`src/sv/uep0_pkg.sv`:
```
package uep0_pkg;

   // Control transfer phases.
   localparam logic [2:0] PH_IN_DATA         = 3'd0;
   localparam logic [2:0] PH_LAST_IN         = 3'd1;
   localparam logic [2:0] PH_WAIT_STATUS_OUT = 3'd2;
   localparam logic [2:0] PH_WAIT_STATUS_IN  = 3'd3;
   localparam logic [2:0] PH_SETTING_UP      = 3'd4;
   localparam logic [2:0] PH_PAUSE           = 3'd5;
   localparam logic [2:0] PH_STALLED         = 3'd6;
   localparam logic [2:0] PH_OUT_DATA        = 3'd7;

   // Endpoint handshake states.
   localparam logic [1:0] EP_NAK   = 2'd0;
   localparam logic [1:0] EP_VALID = 2'd1;
   localparam logic [1:0] EP_STALL = 2'd2;

   // Class handler verdicts.
   localparam logic [1:0] VERDICT_OK        = 2'd0;
   localparam logic [1:0] VERDICT_NOT_READY = 2'd1;

   // Event kinds.
   localparam logic ACT_SETUP = 1'b0;

   // Request type and recipient of a standard device request.
   localparam logic [1:0] KIND_STANDARD = 2'd0;
   localparam logic [4:0] RECIP_DEVICE  = 5'd0;

   localparam logic [7:0] REQ_ASSIGN_ADDR = 8'd5;

   // Register byte addresses.
   localparam logic [1:0] CSR_MPS_LOG2 = 2'd0;

   localparam logic [2:0] MPS_LOG2_MIN   = 3'd3;
   localparam logic [2:0] MPS_LOG2_MAX   = 3'd6;
   localparam logic [2:0] MPS_LOG2_RESET = 3'd6;

   localparam int REQ_TDATA_W = 64;
   localparam int RSP_TDATA_W = 40;

   typedef struct packed {
      logic        action;
      logic        dir;
      logic [1:0]  kind;
      logic [4:0]  recipient;
      logic [7:0]  code;
      logic [6:0]  address_byte;
      logic [15:0] length;
      logic [1:0]  reply_status;
      logic [15:0] reply_length;
   } item_type;

   typedef struct packed {
      logic [2:0]  phase;
      logic [15:0] remaining;
      logic [15:0] offset;
      logic        zlp_pending;
      logic [1:0]  tx_state;
      logic [1:0]  rx_state;
      logic [7:0]  saved_code;
      logic [1:0]  saved_kind;
      logic [4:0]  saved_recipient;
      logic [6:0]  saved_address;
      logic        attached;
   } state_type;

   typedef struct packed {
      logic [2:0]  ctrl_state;
      logic [1:0]  tx_status;
      logic [1:0]  rx_status;
      logic        send_valid;
      logic [15:0] send_offset;
      logic [6:0]  send_length;
      logic        addr_load;
      logic [6:0]  device_address;
      logic        attached;
   } result_type;

endpackage

```
`src/sv/usb_ep0_control_transfer_fsm.sv`:
```
// Path: an accepted request is held in the input register; its result is loaded into
// the result register once that register is empty or draining.
// Throughput: one request per cycle unless the response side stalls; the step logic
// lies between the input and result registers; the transfer state advances each step.
// Reset (synchronous, active high): phase in_data, endpoints nak, counters and
// saved request cleared, max_packet_log2 back to 6, both channel stages empty.
module usb_ep0_control_transfer_fsm (
   input  logic        clock,
   input  logic        reset,
   // Request channel.
   input  logic        req_tvalid,
   output logic        req_tready,
   // tuser: action
   input  logic        req_tuser,
   // tdata (low bit up): req_dir[0], req_kind[2:1], req_recipient[7:3],
   // req_code[15:8], req_address_byte[22:16], req_length[38:23],
   // reply_status[40:39], reply_length[56:41], zero pad [63:57]
   input  logic [uep0_pkg::REQ_TDATA_W-1:0] req_tdata,
   // Response channel.
   output logic        rsp_tvalid,
   input  logic        rsp_tready,
   // tdata (low bit up): ctrl_state[2:0], tx_status[4:3], rx_status[6:5],
   // send_valid[7], send_offset[23:8], send_length[30:24],
   // addr_load[31], device_address[38:32], attached[39]
   output logic [uep0_pkg::RSP_TDATA_W-1:0] rsp_tdata,
   // Configuration port.
   input  logic        csr_psel,
   input  logic        csr_penable,
   input  logic        csr_pwrite,
   input  logic [1:0]  csr_paddr,
   input  logic [31:0] csr_pwdata,
   output logic [31:0] csr_prdata,
   output logic        csr_pready
);

   logic [2:0] mps_log2;

   uep0_csr u_csr (
      .clock    (clock),
      .reset    (reset),
      .psel     (csr_psel),
      .penable  (csr_penable),
      .pwrite   (csr_pwrite),
      .paddr    (csr_paddr),
      .pwdata   (csr_pwdata),
      .prdata   (csr_prdata),
      .pready   (csr_pready),
      .mps_log2 (mps_log2)
   );

   // Input stage: hold one request until the result register can take its result.
   logic                 in_vld_ff;
   logic                 in_vld_in;
   uep0_pkg::item_type   in_item_ff;
   uep0_pkg::item_type   req_item;

   // Result stage.
   logic                 out_vld_ff;
   logic                 out_vld_in;
   uep0_pkg::result_type out_res_ff;

   // Transfer state.
   uep0_pkg::state_type  state_ff;
   uep0_pkg::state_type  state_in;
   uep0_pkg::result_type step_res;

   logic                 advance;

   // Unpack the request payload.
   assign req_item.action       = req_tuser;
   assign req_item.dir          = req_tdata[0];
   assign req_item.kind         = req_tdata[2:1];
   assign req_item.recipient    = req_tdata[7:3];
   assign req_item.code         = req_tdata[15:8];
   assign req_item.address_byte = req_tdata[22:16];
   assign req_item.length       = req_tdata[38:23];
   assign req_item.reply_status = req_tdata[40:39];
   assign req_item.reply_length = req_tdata[56:41];

   // Step the held request when the result register is empty or draining.
   assign advance    = in_vld_ff && (!out_vld_ff || rsp_tready);
   assign req_tready = !in_vld_ff || advance;

   uep0_step u_step (
      .item     (in_item_ff),
      .cur      (state_ff),
      .mps_log2 (mps_log2),
      .nxt      (state_in),
      .res      (step_res)
   );

   always_comb begin
      in_vld_in = in_vld_ff;
      if (req_tready) begin
         in_vld_in = req_tvalid;
      end
      out_vld_in = out_vld_ff;
      if (advance) begin
         out_vld_in = 1'b1;
      end else if (rsp_tready) begin
         out_vld_in = 1'b0;
      end
   end

   always_ff @(posedge clock) begin
      if (reset) begin
         in_vld_ff  <= 1'b0;
         out_vld_ff <= 1'b0;
         state_ff   <= '0;
      end else begin
         in_vld_ff  <= in_vld_in;
         out_vld_ff <= out_vld_in;
         if (advance) begin
            state_ff <= state_in;
         end
      end
   end

   // Payload registers: load on handshake only.
   always_ff @(posedge clock) begin
      if (req_tvalid && req_tready) begin
         in_item_ff <= req_item;
      end
      if (advance) begin
         out_res_ff <= step_res;
      end
   end

   assign rsp_tvalid = out_vld_ff;
   assign rsp_tdata  = {out_res_ff.attached,
                        out_res_ff.device_address,
                        out_res_ff.addr_load,
                        out_res_ff.send_length,
                        out_res_ff.send_offset,
                        out_res_ff.send_valid,
                        out_res_ff.rx_status,
                        out_res_ff.tx_status,
                        out_res_ff.ctrl_state};

endmodule

```
`src/sv/uep0_csr.sv`:
```
module uep0_csr (
   input  logic        clock,
   input  logic        reset,
   input  logic        psel,
   input  logic        penable,
   input  logic        pwrite,
   input  logic [1:0]  paddr,
   input  logic [31:0] pwdata,
   output logic [31:0] prdata,
   output logic        pready,
   output logic [2:0]  mps_log2
);

   logic [2:0] mps_log2_ff;
   logic [2:0] mps_log2_in;

   always_comb begin
      mps_log2_in = mps_log2_ff;
      if (psel && penable && pwrite) begin
         mps_log2_in = pwdata[2:0];
      end
   end

   always_ff @(posedge clock) begin
      if (reset) begin
         mps_log2_ff <= uep0_pkg::MPS_LOG2_RESET;
      end else begin
         mps_log2_ff <= mps_log2_in;
      end
   end

   assign pready   = 1'b1;
   assign prdata   = (paddr == uep0_pkg::CSR_MPS_LOG2) ? {29'd0, mps_log2_ff} : 32'd0;
   assign mps_log2 = mps_log2_ff;

endmodule

```
`src/sv/uep0_step.sv`:
```
module uep0_step (
   input  uep0_pkg::item_type   item,
   input  uep0_pkg::state_type  cur,
   input  logic [2:0]           mps_log2,
   output uep0_pkg::state_type  nxt,
   output uep0_pkg::result_type res
);

   logic [2:0]  lg;
   logic [6:0]  mps;
   logic [15:0] mps_w;
   logic [15:0] clip;
   logic        zlp_setup;
   logic [15:0] chunk_rem;
   logic [15:0] chunk_off;
   logic [15:0] chunk_n;
   logic        chunk_last;
   logic        is_addr_req;

   always_comb begin
      lg = mps_log2;
      if (mps_log2 < uep0_pkg::MPS_LOG2_MIN) begin
         lg = uep0_pkg::MPS_LOG2_MIN;
      end else if (mps_log2 > uep0_pkg::MPS_LOG2_MAX) begin
         lg = uep0_pkg::MPS_LOG2_MAX;
      end
   end

   assign mps   = 7'd1 << lg;
   assign mps_w = {9'd0, mps};

   // Clip the offered reply to wLength.
   assign clip      = (item.reply_length > item.length) ? item.length : item.reply_length;
   assign zlp_setup = (clip >= mps_w) && ((clip & (mps_w - 16'd1)) == 16'd0);

   // Next chunk: from the fresh reply on setup, from saved progress on IN done.
   assign chunk_rem  = (item.action == uep0_pkg::ACT_SETUP) ? clip : cur.remaining;
   assign chunk_off  = (item.action == uep0_pkg::ACT_SETUP) ? 16'd0 : cur.offset;
   assign chunk_last = chunk_rem <= mps_w;
   assign chunk_n    = chunk_last ? chunk_rem : mps_w;

   assign is_addr_req = (cur.saved_code == uep0_pkg::REQ_ASSIGN_ADDR)
                     && (cur.saved_kind == uep0_pkg::KIND_STANDARD)
                     && (cur.saved_recipient == uep0_pkg::RECIP_DEVICE);

   always_comb begin
      nxt = cur;
      res = '0;
      if (item.action == uep0_pkg::ACT_SETUP) begin
         nxt.saved_code      = item.code;
         nxt.saved_kind      = item.kind;
         nxt.saved_recipient = item.recipient;
         nxt.saved_address   = item.address_byte;
         nxt.phase           = uep0_pkg::PH_SETTING_UP;
         if (item.length == 16'd0) begin
            res.send_valid = 1'b1;
            nxt.tx_state   = uep0_pkg::EP_VALID;
            nxt.phase      = uep0_pkg::PH_WAIT_STATUS_IN;
         end else if (item.reply_status == uep0_pkg::VERDICT_NOT_READY) begin
            nxt.phase = uep0_pkg::PH_PAUSE;
         end else if (item.reply_status != uep0_pkg::VERDICT_OK
                      || item.reply_length == 16'd0) begin
            nxt.phase    = uep0_pkg::PH_STALLED;
            nxt.tx_state = uep0_pkg::EP_STALL;
            nxt.rx_state = uep0_pkg::EP_STALL;
         end else if (item.dir) begin
            nxt.zlp_pending = zlp_setup;
            nxt.phase       = chunk_last ? uep0_pkg::PH_LAST_IN : uep0_pkg::PH_IN_DATA;
            nxt.remaining   = chunk_rem - chunk_n;
            nxt.offset      = chunk_off + chunk_n;
            nxt.tx_state    = uep0_pkg::EP_VALID;
            nxt.rx_state    = uep0_pkg::EP_VALID;
            res.send_valid  = 1'b1;
            res.send_offset = chunk_off;
            res.send_length = chunk_n[6:0];
         end else begin
            nxt.phase    = uep0_pkg::PH_OUT_DATA;
            nxt.rx_state = uep0_pkg::EP_VALID;
         end
      end else begin
         if (cur.phase == uep0_pkg::PH_IN_DATA || cur.phase == uep0_pkg::PH_LAST_IN) begin
            if (cur.remaining == 16'd0 && cur.phase == uep0_pkg::PH_LAST_IN) begin
               if (cur.zlp_pending) begin
                  res.send_valid  = 1'b1;
                  nxt.tx_state    = uep0_pkg::EP_VALID;
                  nxt.zlp_pending = 1'b0;
               end else begin
                  nxt.phase    = uep0_pkg::PH_WAIT_STATUS_OUT;
                  nxt.tx_state = uep0_pkg::EP_STALL;
               end
            end else begin
               nxt.phase       = chunk_last ? uep0_pkg::PH_LAST_IN : uep0_pkg::PH_IN_DATA;
               nxt.remaining   = chunk_rem - chunk_n;
               nxt.offset      = chunk_off + chunk_n;
               nxt.tx_state    = uep0_pkg::EP_VALID;
               nxt.rx_state    = uep0_pkg::EP_VALID;
               res.send_valid  = 1'b1;
               res.send_offset = chunk_off;
               res.send_length = chunk_n[6:0];
            end
         end else begin
            if (cur.phase == uep0_pkg::PH_WAIT_STATUS_IN && is_addr_req) begin
               res.addr_load      = 1'b1;
               res.device_address = cur.saved_address;
               nxt.attached       = 1'b1;
            end
            nxt.phase    = uep0_pkg::PH_STALLED;
            nxt.tx_state = uep0_pkg::EP_STALL;
            nxt.rx_state = uep0_pkg::EP_STALL;
         end
      end
      res.ctrl_state = nxt.phase;
      res.tx_status  = nxt.tx_state;
      res.rx_status  = nxt.rx_state;
      res.attached   = nxt.attached;
   end

endmodule

```
`config.mk`:
```
export PLATFORM = sky130hd
export DESIGN_NAME = usb_ep0_control_transfer_fsm
export DESIGN_NICKNAME = d
export VERILOG_FILES = /design/src/sv/uep0_pkg.sv /design/src/sv/usb_ep0_control_transfer_fsm.sv /design/src/sv/uep0_csr.sv /design/src/sv/uep0_step.sv
export SDC_FILE = /design/constraint.sdc
export NUM_CORES = 1
export LEC_CHECK = 0
export BUFFER_PORTS_ARGS = -buffer_cell sky130_fd_sc_hd__buf_4
export CORE_MARGIN = 1.5
export CORE_UTILIZATION = 50
export DETAILED_ROUTE_END_ITERATION = 6
export HOLD_SLACK_MARGIN = 0.15
export PLACE_DENSITY = 0.75
export SLEW_MARGIN = 20
export SYNTH_ARGS = -nofsm -noshare
export SYNTH_HDL_FRONTEND = slang
export SYNTH_SLANG_ARGS = --single-unit
```
`constraint.sdc`:
```
create_clock -name clock -period 6.1 [get_ports clock]
set_input_delay 0 -clock clock [delete_from_list [all_inputs] [get_ports clock]]
set_output_delay 0 -clock clock [all_outputs]
set_load 0.01 [all_outputs]
```
==> run metrics <==
Via density 5.36; P per Cell Area 250 nW/um^2; # rows 48; Clock Pin Slew Worst Setup and Hold Paths 0.07 ns; max-cap violations 0; WL final 22,000 um; Min Clock Period, post-route 6.05 ns; Cell Area, Placed 10,500 um^2; initial antenna violation count 0; cells on worst reg2reg path 30; Final Hold Fails 0; async set-or-reset flop fraction in the synthesized netlist 0%; post-route worst setup slack 0.0467 ns; crit end category flip-flop; largest net degree at the start of global routing 70; Synth cell types 76; VDD IR-drop max 0.214 mV; Initial Util 51.2%; predominant post-synthesis flop cell edfxtp_1; reg-to-reg startpoint in_item_ff[10]; CTS tree yes; wire length per cell 15.4 um; DR vias 7,688; leakage power 5.09 nW; number of global-route vias before repair 7,409; Yosys warnings 0; fin nets 1,356; CP max stage cell or4_4; TritonCTS Buffers 17; die width 136 um; Crit. Startpoint in_item_ff[10]; Final Cell Area 12,100 um^2; Mapped Cells 915; Placer Congestion 0.902; I/O pin cnt 181; ant diodes 0; Synth top area share 33.2%; Synth Register Bits 166; First-pass DRT Iterations 5; CTS Buffer Depth 2; initial drt markers 517; die area 18,500 um^2; cell type with the highest aggregate area in the netlist edfxtp_1; Finish-stage setup viols 0; GR Overflow Total 0; TritonCTS Sinks 166; synthesized area 8860 um^2; CORE AREA 17,300 um^2; RSZ-0062 raised after global routing yes; Final Cycle Share 99.2%; Hold Crit Class primary input to flip-flop; clock skew 0.0129 ns; later-pin clock latency in the skew report 0.43 ns; most common cell after layout, fill and taps aside buf_4; first-pass GRT wire length 35,000 um; Worst slew margin 45.7%; DRT antenna net count 0; crit-path max cell delay 0.55 ns; worst path arrival time 6.41 ns; Synth area leaders edfxtp_1, dfxtp_1, ha_1; Place WS -0.0725 ns; register area share after synthesis 48.6%; crit path launch type flip-flop; most frequent cells in the layout buf_4, nand2_1, edfxtp_1, a21oi_1, dlygate4sd3_1; layout cells sized above 1 25.8%; Worst Path Required 6.46 ns; htree depth 4; Final Core Density 70.0%; CP Class flip-flop to flip-flop; critical path fanouts, max 8; Root Buffer Master clkbuf_16; hpwl dp 14,400 um; EDFF count, synth 98; total power 0.00303 W; critical path endpoint state_ff[40]; r2r setup slk 0.05 ns; Max Clk Rate 0.165 GHz; Slew @ Worst Pin 0.793 ns; synthesized area per cell 9.68 um^2; GRT Util Overall 24.0%; reg-to-reg endpoint state_ff[40]; fin. max-slew vios 0; Area growth, synth to finish 36.7%; DIE HEIGHT 136 um; Port Buffer Count 114; Final Hold Slack 0.279 ns; status finished clean; DRC 0
## routing by layer
layer,vias to the layer above,track usage (%),share of wire (%)
li1,3763,-,-
met1,3598,28.6,42
met2,278,42.1,51
met3,49,5.11,4.6
met4,0,9.75,2.7
met5,-,0,0
## synthesized netlist by cell type (all sizes together), types with 2 or more instances
cell,number
nor3,19
o31ai,2
buf,39
a211oi,10
nand2,133
or2,5
nor4b,4
and4,3
o21bai,3
conb,2
nand3,25
nand3b,2
a21o,13
nor4,11
o2111ai,2
and2,46
o211ai,8
nor2,68
and3,5
xnor2,15
nand2b,5
inv,37
o21a,6
a2111oi,2
nand4,8
a21oi,90
nor2b,3
o311ai,5
a31o,2
o2bb2ai,2
mux2i,8
or3,2
o31a,3
dfxtp,68
o41ai,2
ha,52
a31oi,4
fa,2
clkbuf,30
a2bb2oi,2
edfxtp,98
o21ai,40
or4,5
mux2,6
xor2,2
## stage by stage
stage	cells	TNS, ns
after floorplan	958	0
after global placement	1321	0
after detailed placement	1321	-0.0725
after CTS	1424	0
after global routing	1434	-0.943
final	1434	0
## power breakdown
group	total, W	internal [W]	switching (W)
logic	0.000661	0.000316	0.000345
clock network	0.00109	0.000597	0.000494
registers	0.00128	0.00125	0.0000335
## state kept, by name, summed over array words and instances, names as in the netlist
name            flops
in_vld_ff           1
in_item_ff         58
u_csr.mps_log2      3
rsp_tvalid          1
state_ff           63
rsp_tdata          40
## what timing repair did
action                     4_1_cts  5_1_grt
hold buffers                    71        0
pin swaps                        0       29
buffers inserted                 0       10
setup endpoints to repair        2       11
hold endpoints to repair        89        0
gates resized for setup          4       48
## critical path: cells and delay by family, from the launching register on
family                     cells  cell delay [ns]
AOI/OAI and AO/OA             13             2.49
muxes                          1             0.28
DFF                            1             0.43
xor gates and xnor gates       1             0.17
and+or+nand+nor                8             1.15
buffers and inverters          3             0.35
adders and majority gates      4             1.11
## worst min-delay path by stage
stage                             start             end  slack, ns  cells past startpoint
after floorplan           req_tdata[41]   in_item_ff[0]        0.1                      0
after global placement    req_tdata[37]  in_item_ff[32]       0.18                      1
after detailed placement  req_tdata[50]   in_item_ff[9]       0.18                      1
after CTS                  req_tdata[1]  in_item_ff[54]       0.26                      2
after global routing       req_tdata[6]  in_item_ff[52]       0.27                      2
final                     req_tdata[11]  in_item_ff[44]       0.28                      2
## final cells by class
| type | count | area (um^2) |
|---|---|---|
| clock buffers | 19 | 443 |
| clock inverters | 13 | 153 |
| fillers | 1259 | 5190 |
| inverters | 37 | 146 |
| multi-input cells | 686 | 4440 |
| flip-flops and latches | 166 | 4300 |
| well taps | 225 | 282 |
| repair buffers | 288 | 2340 |
## kinds of logic after synthesis
group	share of synthesized area, %
adders and majority gates	7.80
muxes	1.67
xor gates and xnor gates	1.68
other	0.0848
and+or+nand+nor	18.8
AOI/OAI and AO/OA	15.4
buffers and inverters	5.91
DFF	48.6
Note: power is estimated with default switching activity, not from simulation.
